===== src/rtl/core/bgf_pkg.sv =====
package bgf_pkg;

	localparam int DIM_W       = 10;
	localparam int COLOR_W     = 16;
	localparam int COORD_W     = 11;
	localparam int CFG_IDX_W   = 3;
	localparam int CFG_DATA_W  = 16;
	localparam int CHAN_W      = 6;
	localparam int T_W         = 8;
	localparam int DEF_MAX_DIM = 1024;

	localparam logic [CFG_IDX_W-1:0] REG_TOP_LEFT     = 3'd0;
	localparam logic [CFG_IDX_W-1:0] REG_TOP_RIGHT    = 3'd1;
	localparam logic [CFG_IDX_W-1:0] REG_BOTTOM_LEFT  = 3'd2;
	localparam logic [CFG_IDX_W-1:0] REG_BOTTOM_RIGHT = 3'd3;
	localparam logic [CFG_IDX_W-1:0] REG_FILL_WIDTH   = 3'd4;
	localparam logic [CFG_IDX_W-1:0] REG_FILL_HEIGHT  = 3'd5;
	localparam logic [CFG_IDX_W-1:0] REG_ORIGIN_X     = 3'd6;
	localparam logic [CFG_IDX_W-1:0] REG_ORIGIN_Y     = 3'd7;

	typedef enum logic [1:0] {
		ST_IDLE,
		ST_DIV,
		ST_LERP,
		ST_EMIT
	} fill_state_t;

	typedef enum logic [1:0] {
		CH_RED,
		CH_GREEN,
		CH_BLUE
	} chan_t;

	typedef enum logic {
		PH_ROW,
		PH_PIX
	} phase_t;

	function automatic logic [CHAN_W-1:0] get_chan(input logic [COLOR_W-1:0] c, input chan_t ch);
		logic [CHAN_W-1:0] v;
		case (ch)
			CH_RED:   v = {1'b0, c[15:11]};
			CH_GREEN: v = c[10:5];
			CH_BLUE:  v = {1'b0, c[4:0]};
			default:  v = '0;
		endcase
		return v;
	endfunction

	function automatic logic [COLOR_W-1:0] put_chan(input logic [COLOR_W-1:0] c, input chan_t ch,
		input logic [CHAN_W-1:0] v);
		logic [COLOR_W-1:0] r;
		r = c;
		case (ch)
			CH_RED:   r[15:11] = v[4:0];
			CH_GREEN: r[10:5]  = v;
			CH_BLUE:  r[4:0]   = v[4:0];
			default:  r = c;
		endcase
		return r;
	endfunction

	// a + trunc((b - a) * t / 255); |d|*t < 2^16, so /255 is (x + (x>>8) + 1) >> 8
	function automatic logic [CHAN_W-1:0] lerp_chan(input logic [CHAN_W-1:0] a,
		input logic [CHAN_W-1:0] b, input logic [T_W-1:0] t);
		logic signed [CHAN_W:0] d;
		logic [CHAN_W-1:0] mag;
		logic [13:0] prod;
		logic [14:0] sum;
		logic [CHAN_W-1:0] q;
		d    = $signed({1'b0, b}) - $signed({1'b0, a});
		mag  = d[CHAN_W] ? CHAN_W'(-d) : d[CHAN_W-1:0];
		prod = 14'(mag) * 14'(t);
		sum  = 15'(prod) + 15'(prod >> 8) + 15'd1;
		q    = CHAN_W'(sum >> 8);
		return d[CHAN_W] ? a - q : a + q;
	endfunction

endpackage


===== src/rtl/core/bilinear_gradient_fill.sv =====
// Channel   Handshake                 Payload
// input     in_valid / in_ready       restart
// output    out_valid / out_ready     pixel_x, pixel_y, pixel_color, last_pixel
// config    cfg_we                    cfg_index, cfg_data
//
// Each pixel uses 9 steps of the shared compare-subtract divider for
// the column weight, 3 passes of the channel lerp unit, and a load of the output.
// A row start adds the divider for the row weight and 6 lerp passes, on restart
// before the first pixel and otherwise after the row's last pixel.
// Reset clears the control, edge and configuration registers; the block is idle.
// in_ready is low while an item is at work; a stalled output holds the block in ST_EMIT.
module bilinear_gradient_fill import bgf_pkg::*; #(
	parameter int MAX_DIM = DEF_MAX_DIM
) (
	input  logic                  clk,
	input  logic                  arst_n,
	input  logic                  cfg_we,
	input  logic [CFG_IDX_W-1:0]  cfg_index,
	input  logic [CFG_DATA_W-1:0] cfg_data,
	input  logic                  in_valid,
	output logic                  in_ready,
	input  logic                  restart,
	output logic                  out_valid,
	input  logic                  out_ready,
	output logic [COORD_W-1:0]    pixel_x,
	output logic [COORD_W-1:0]    pixel_y,
	output logic [COLOR_W-1:0]    pixel_color,
	output logic                  last_pixel
);

	localparam int DIM_MAX = (1 << DIM_W) - 1;
	localparam int LIM     = (MAX_DIM - 1 < DIM_MAX) ? MAX_DIM - 1 : DIM_MAX;
	localparam int IDX_W   = ($clog2(MAX_DIM) < DIM_W) ? $clog2(MAX_DIM) : DIM_W;
	localparam int NUM_W   = DIM_W + T_W;
	localparam int STEP_W  = $clog2(T_W + 1);

	logic [COLOR_W-1:0] tl_q, tr_q, bl_q, br_q;
	logic [DIM_W-1:0]   width_q, height_q, ox_q, oy_q;

	fill_state_t state_q, state_d;
	phase_t      phase_q, load_phase;
	chan_t       ch_q;
	logic        active_q, rowsel_q, after_emit_q, out_valid_q;
	logic [IDX_W-1:0]  col_q, row_q;
	logic [STEP_W-1:0] step_q;
	logic [COLOR_W-1:0] left_q, right_q, pix_q;

	logic [NUM_W-1:0]  rem_q;
	logic [DIM_W-1:0]  div_q;
	logic [T_W-1:0]    quo_q;
	logic              sat_q, zero_q;

	logic [COORD_W-1:0] px_q, py_q;
	logic [COLOR_W-1:0] pc_q;
	logic               last_q;

	logic [DIM_W-1:0] w_c, h_c, col_ext, row_ext, div_idx, div_dim;
	logic             in_fire, out_fire, dims_ok, row_end, last_c, emit_ok, lerp_done;
	logic             load_div, ge;
	logic [NUM_W-1:0] num_c, dsh;
	logic [T_W-1:0]   t_c;
	logic [COLOR_W-1:0] src_a, src_b;
	logic [CHAN_W-1:0]  chan_val;

	assign w_c      = (width_q > DIM_W'(LIM)) ? DIM_W'(LIM) : width_q;
	assign h_c      = (height_q > DIM_W'(LIM)) ? DIM_W'(LIM) : height_q;
	assign dims_ok  = (w_c != '0) && (h_c != '0);
	assign in_fire  = in_valid && in_ready;
	assign out_fire = out_valid_q && out_ready;
	assign col_ext  = DIM_W'(col_q);
	assign row_ext  = DIM_W'(row_q);
	assign row_end  = ((DIM_W+1)'(col_ext) + (DIM_W+1)'(1)) >= (DIM_W+1)'(w_c);
	assign last_c   = row_end && (((DIM_W+1)'(row_ext) + (DIM_W+1)'(1)) >= (DIM_W+1)'(h_c));
	assign emit_ok  = !out_valid_q || out_ready;

	assign num_c = (NUM_W'(div_idx) << T_W) - NUM_W'(div_idx);
	assign dsh   = NUM_W'(div_q) << step_q;
	assign ge    = rem_q >= dsh;
	assign t_c   = zero_q ? '0 : (sat_q ? {T_W{1'b1}} : quo_q);

	always_comb begin
		if (phase_q == PH_PIX) begin
			src_a = left_q;
			src_b = right_q;
		end else if (!rowsel_q) begin
			src_a = tl_q;
			src_b = bl_q;
		end else begin
			src_a = tr_q;
			src_b = br_q;
		end
	end

	assign chan_val  = lerp_chan(get_chan(src_a, ch_q), get_chan(src_b, ch_q), t_c);
	assign lerp_done = (ch_q == CH_BLUE) && ((phase_q == PH_PIX) || rowsel_q);

	always_comb begin
		state_d = state_q;
		case (state_q)
			ST_IDLE: begin
				if (in_fire && (restart ? dims_ok : active_q))
					state_d = ST_DIV;
			end
			ST_DIV: begin
				if (step_q == '0)
					state_d = ST_LERP;
			end
			ST_LERP: begin
				if (lerp_done) begin
					if (phase_q == PH_PIX)
						state_d = ST_EMIT;
					else if (after_emit_q)
						state_d = ST_IDLE;
					else
						state_d = ST_DIV;
				end
			end
			ST_EMIT: begin
				if (emit_ok)
					state_d = (row_end && !last_c) ? ST_DIV : ST_IDLE;
			end
			default: state_d = ST_IDLE;
		endcase
	end

	always_comb begin
		in_ready   = 1'b0;
		load_div   = 1'b0;
		load_phase = PH_PIX;
		div_idx    = col_ext;
		div_dim    = w_c;
		case (state_q)
			ST_IDLE: begin
				in_ready = 1'b1;
				load_div = in_fire && (restart ? dims_ok : active_q);
				if (restart) begin
					load_phase = PH_ROW;
					div_idx    = '0;
					div_dim    = h_c;
				end
			end
			ST_LERP: begin
				load_div = lerp_done && (phase_q == PH_ROW) && !after_emit_q;
			end
			ST_EMIT: begin
				load_div   = emit_ok && row_end && !last_c;
				load_phase = PH_ROW;
				div_idx    = row_ext + DIM_W'(1);
				div_dim    = h_c;
			end
			default: begin
				load_div = 1'b0;
			end
		endcase
	end

	always_ff @(posedge clk or negedge arst_n) begin
		if (!arst_n) begin
			tl_q         <= '0;
			tr_q         <= '0;
			bl_q         <= '0;
			br_q         <= '0;
			width_q      <= '0;
			height_q     <= '0;
			ox_q         <= '0;
			oy_q         <= '0;
			state_q      <= ST_IDLE;
			phase_q      <= PH_ROW;
			ch_q         <= CH_RED;
			active_q     <= 1'b0;
			rowsel_q     <= 1'b0;
			after_emit_q <= 1'b0;
			out_valid_q  <= 1'b0;
			col_q        <= '0;
			row_q        <= '0;
			step_q       <= '0;
			left_q       <= '0;
			right_q      <= '0;
		end else begin
			state_q <= state_d;
			if (cfg_we) begin
				case (cfg_index)
					REG_TOP_LEFT:     tl_q     <= cfg_data;
					REG_TOP_RIGHT:    tr_q     <= cfg_data;
					REG_BOTTOM_LEFT:  bl_q     <= cfg_data;
					REG_BOTTOM_RIGHT: br_q     <= cfg_data;
					REG_FILL_WIDTH:   width_q  <= cfg_data[DIM_W-1:0];
					REG_FILL_HEIGHT:  height_q <= cfg_data[DIM_W-1:0];
					REG_ORIGIN_X:     ox_q     <= cfg_data[DIM_W-1:0];
					REG_ORIGIN_Y:     oy_q     <= cfg_data[DIM_W-1:0];
					default: ;
				endcase
			end
			if (state_q == ST_IDLE && in_fire && restart) begin
				col_q        <= '0;
				row_q        <= '0;
				active_q     <= dims_ok;
				after_emit_q <= 1'b0;
			end
			if (load_div) begin
				phase_q <= load_phase;
				step_q  <= STEP_W'(T_W);
			end else if (state_q == ST_DIV && step_q != '0) begin
				step_q <= step_q - STEP_W'(1);
			end
			if (state_q == ST_DIV && step_q == '0) begin
				ch_q     <= CH_RED;
				rowsel_q <= 1'b0;
			end
			if (state_q == ST_LERP) begin
				if (phase_q == PH_ROW) begin
					if (!rowsel_q)
						left_q <= put_chan(left_q, ch_q, chan_val);
					else
						right_q <= put_chan(right_q, ch_q, chan_val);
				end
				case (ch_q)
					CH_RED:   ch_q <= CH_GREEN;
					CH_GREEN: ch_q <= CH_BLUE;
					default: begin
						ch_q     <= CH_RED;
						rowsel_q <= 1'b1;
					end
				endcase
			end
			if (state_q == ST_EMIT && emit_ok) begin
				out_valid_q  <= 1'b1;
				after_emit_q <= 1'b1;
				if (last_c) begin
					active_q <= 1'b0;
					col_q    <= '0;
					row_q    <= '0;
				end else if (row_end) begin
					col_q <= '0;
					row_q <= row_q + IDX_W'(1);
				end else begin
					col_q <= col_q + IDX_W'(1);
				end
			end else if (out_fire) begin
				out_valid_q <= 1'b0;
			end
		end
	end

	always_ff @(posedge clk) begin
		if (load_div) begin
			rem_q  <= num_c;
			div_q  <= div_dim - DIM_W'(1);
			zero_q <= div_dim <= DIM_W'(1);
			sat_q  <= 1'b0;
			quo_q  <= '0;
		end else if (state_q == ST_DIV) begin
			if (step_q == STEP_W'(T_W)) begin
				sat_q <= ge;
			end else begin
				if (ge)
					rem_q <= rem_q - dsh;
				quo_q <= {quo_q[T_W-2:0], ge};
			end
		end
		if (state_q == ST_LERP && phase_q == PH_PIX)
			pix_q <= put_chan(pix_q, ch_q, chan_val);
		if (state_q == ST_EMIT && emit_ok) begin
			px_q   <= COORD_W'(ox_q) + COORD_W'(col_ext);
			py_q   <= COORD_W'(oy_q) + COORD_W'(row_ext);
			pc_q   <= pix_q;
			last_q <= last_c;
		end
	end

	assign out_valid   = out_valid_q;
	assign pixel_x     = px_q;
	assign pixel_y     = py_q;
	assign pixel_color = pc_q;
	assign last_pixel  = last_q;

endmodule


===== config.mk =====
export PLATFORM = sky130hd
export DESIGN_NAME = bilinear_gradient_fill
export DESIGN_NICKNAME = d
export VERILOG_FILES = /design/src/rtl/core/bgf_pkg.sv /design/src/rtl/core/bilinear_gradient_fill.sv
export SDC_FILE = /design/constraint.sdc
export NUM_CORES = 1
export LEC_CHECK = 0
export ABC_AREA = 1
export BUFFER_PORTS_ARGS = -buffer_cell sky130_fd_sc_hd__clkbuf_2
export CAP_MARGIN = 20
export CORE_UTILIZATION = 40
export DETAILED_ROUTE_END_ITERATION = 8
export GPL_ROUTABILITY_DRIVEN = 0
export PLACE_DENSITY_LB_ADDON = 0.3
export SYNTH_ARGS = -nofsm -noshare
export SYNTH_HDL_FRONTEND = slang
export SYNTH_SLANG_ARGS = --single-unit

===== constraint.sdc =====
create_clock -name clk -period 9.7 [get_ports clk]
set_clock_uncertainty 0.15 [all_clocks]
set_input_delay 0.485 -clock clk [delete_from_list [all_inputs] [get_ports clk]]
set_output_delay 0.485 -clock clk [all_outputs]
set_load 0.005 [all_outputs]

==> impl_metrics.csv <==
group,metric,value,unit
critical_path,critPathRequiredTime,9.88,ns
logic_synthesis,synth.area.mux_share,0.00129,
place,dp_cells,2593,
job,cap_viol_max_count,0,
place,place.port_buffers,65,
critical_path,cpPeakStageDelay,0.55,ns
clock_tree,clkLatencyLatePin,0.60,ns
logic_synthesis,syn_nets,2199,
logic_synthesis,ys_ff_latch,262,
finish,finalInstanceArea,0.0188,mm²
die,die-area,0.0420,mm²
detailed_routing,routed_via_density,5.27,
logic_synthesis,ys.flop_type,"dfrtp_1",
finish,register_area,0.00693,mm²
finish,drive_above_1_share,0.104,
logic_synthesis,synth_adder_area_share,0.118,
outcome,run_status,"completed",
logic_synthesis,synthArstFlopShare,0.645,
finish,nNetsFinal,2274,
die,ioPinCount,66,
die,die_h,205,µm
global_route,use_met1,0.301,
critical_path,path_buf_inv,11,
timing,worst_slew_pin_slew,1.01,ns
clock_tree,clk_pin_slew,0.06,ns
clock_tree,root_buffer,"clkbuf_16",
clock_tree,cts_tree,"yes",
global_route,grt_pass1_vias,13399,
place,dp_hpwl,32.9,mm
logic_synthesis,synthSimpleGateAreaFrac,0.208,
detailed_routing,num_vias,14061,
finish,areaGrowthSynthToFinish,14.4,%
logic_synthesis,synth_compound_area_frac,0.132,
critical_path,cp.arrival,9.31,ns
logic_synthesis,synth-edff-count,84,
clock_tree,cts_sinks,262,
global_route,grt_max_degree,92,
timing,whs,0.0295,ns
timing,period_share,0.941,
finish,multi_input_area,0.00852,mm²
die,start_util,0.405,
die,fp.dieW,205,µm
logic_synthesis,synth_area,0.0165,mm²
detailed_routing,first_pass_iters,6,
timing,setup_viol,0,
logic_synthesis,syn_inst,2037,
timing,finalHoldViolations,0,
detailed_routing,drc,0,
die,core_area,0.0407,mm²
timing,maxSlewViolCount,0,
logic_synthesis,synth_top_family_by_area,"simple AND/OR/NAND/NOR gates",
critical_path,crit_fanout,10,
finish,fillers,3955,
finish,fin_cells,2669,
finish,layout_common_cells,"nand2_1, inv_1, o21ai_0, dfrtp_1, nor2_1",
timing,fmax,0.110,GHz
logic_synthesis,synthXorXnorAreaFrac,0.0425,
min_path,hp-class,"input pin to register",
place,post_dp_cell_area,0.0174,mm²
timing,min_period,9.12,ns
critical_path,critPathSlowestCell,"fa_1",
global_route,top_usage_layer,"met2",
critical_path,cpMostUsedCell,"nand2_1",
global_route,grt_overflow_total,0,
timing,slew_headroom,0.323,
logic_synthesis,synth_cell_types,54,
global_route,grt_antenna_before_repair,0,
global_route,grt.met2_usage,0.330,
clock_tree,clock_path_buffers,3,
clock_tree,cts.htree.levels,1,
logic_synthesis,synth_warnings,0,
detailed_routing,drt_iter0_drc,1176,
global_route,grt_pass1_wl,70.1,mm
detailed_routing,detail_route.wl_per_cell,16.6,µm
detailed_routing,antenna_left,0,
clock_tree,cts_buffers,30,
finish,post-route-util,0.463,
detailed_routing,drt_wl_total,44.3,mm
critical_path,endpoint_kind,"register",
logic_synthesis,syn_area_per_cell,8.09,µm²
global_route,grt_usage,0.211,
critical_path,cp_top_family,"adder cells",
critical_path,startpoint_type,"register",
critical_path,critPathKind,"register to register",
global_route,gr-usage-met3,0.0310,
logic_synthesis,yosysSeqAreaShare,0.421,
finish,final_common_cell,"nand2_1",
die,rows,74,
## area by class of cell
cell class / instances / share of cell area
timing repair buffer: 98 / 0.0343
inverter: 278 / 0.0555
clock buffer: 44 / 0.0475
clock inverter: 12 / 0.00743
sequential: 262 / 0.368
antenna: 1 / 0.000133
multi-input combinational: 1442 / 0.452
tap: 532 / 0.0353
## kinds of logic (layout without fill, tap and decap cells)
group / after synthesis / after routing
buffers and inverters: 333 / 432
multiplexers: 2 / 2
AND/OR/NAND/NOR: 836 / 836
adder cells (fa/ha/maj): 137 / 137
other: 0 / 1
AO/OA/AOI/OAI: 387 / 387
flip-flops: 262 / 262
XOR/XNOR: 80 / 80
## worst paths after layout
path                       depth (start not counted)  slack, ns             end          from
setup / recovery                                  58       0.58       pix_q[10]      rowsel_q
hold / removal                                     3       0.03        br_q[15]  cfg_data[15]
setup reg to reg                                  58       0.58       pix_q[10]      rowsel_q
hold reg to reg                                    0       0.27  pixel_color[7]      pix_q[7]
max in group asynchronous                          4       7.88         bl_q[2]        arst_n
min in group asynchronous                          2       0.40      right_q[9]        arst_n
## Yosys cell counts (all sizes together), types with 2 or more instances
cell | number | area (µm²)
a211oi | 12 | 90.1
a21o | 5 | 37.5
a21oi | 84 | 424
a221oi | 3 | 26.3
a22oi | 4 | 30.0
a31o | 5 | 43.8
a31oi | 9 | 56.3
a32oi | 2 | 17.5
buf | 8 | 57.6
clkbuf | 47 | 176
clkinv | 2 | 7.51
dfrtp | 169 | 4230
dfxtp | 9 | 180
edfxtp | 84 | 2520
fa | 30 | 601
ha | 107 | 1340
inv | 276 | 1040
nand2 | 525 | 1990
nand3 | 105 | 531
nand4 | 18 | 113
nor2 | 158 | 608
nor3 | 15 | 75.1
nor4 | 7 | 58.8
o211ai | 4 | 30.0
o21a | 4 | 30.0
o21ai | 211 | 1060
o21bai | 3 | 22.5
o221ai | 2 | 17.5
o22ai | 14 | 87.6
o31ai | 6 | 45.0
o32ai | 16 | 140
or2 | 6 | 37.5
xnor2 | 23 | 201
xor2 | 57 | 499
## per-layer routing
| metal | share of wire | up-vias |
|---|---|---|
| met5 | 0 | - |
| met4 | 0.029 | 0 |
| met3 | 0.063 | 96 |
| met2 | 0.45 | 483 |
| met1 | 0.46 | 6621 |
| li1 | - | 6861 |
## worst min-delay path: cells and delay by family
kind | cells | cell delay [ns]
buffers and inverters | 2 | 0.16
AO/OA/AOI/OAI | 1 | 0.09
## timing repair
item / 4_1_cts / 5_1_grt
pin swaps: 0 / 15
gates cloned: 0 / 0
hold buffers: 3 / 0
setup endpoints to repair: 3 / 30
buffers inserted: 0 / 11
gates resized for setup: 2 / 50
hold endpoints to repair: 92 / 0
## per-stage QoR
stage                     worst slack [ns]  setup TNS, ns
after floorplan                      0.763              0
after global placement               0.235              0
after detailed placement           0.00768              0
after CTS                           0.0885              0
after global routing               -0.0237        -0.0317
final                                0.575              0
## flip-flops by register name, indices dropped and copies added (netlist names), 11 cells and up
register / cells
pixel_color: 16
pixel_x: 11
pix_q: 16
pixel_y: 11
tl_q: 16
right_q: 16
br_q: 16
tr_q: 16
rem_q: 18
bl_q: 16
left_q: 16
Power is left out: the tool's default activity adds up to more than one toggle a clock period on the data nets, which glitch-free logic cannot reach.
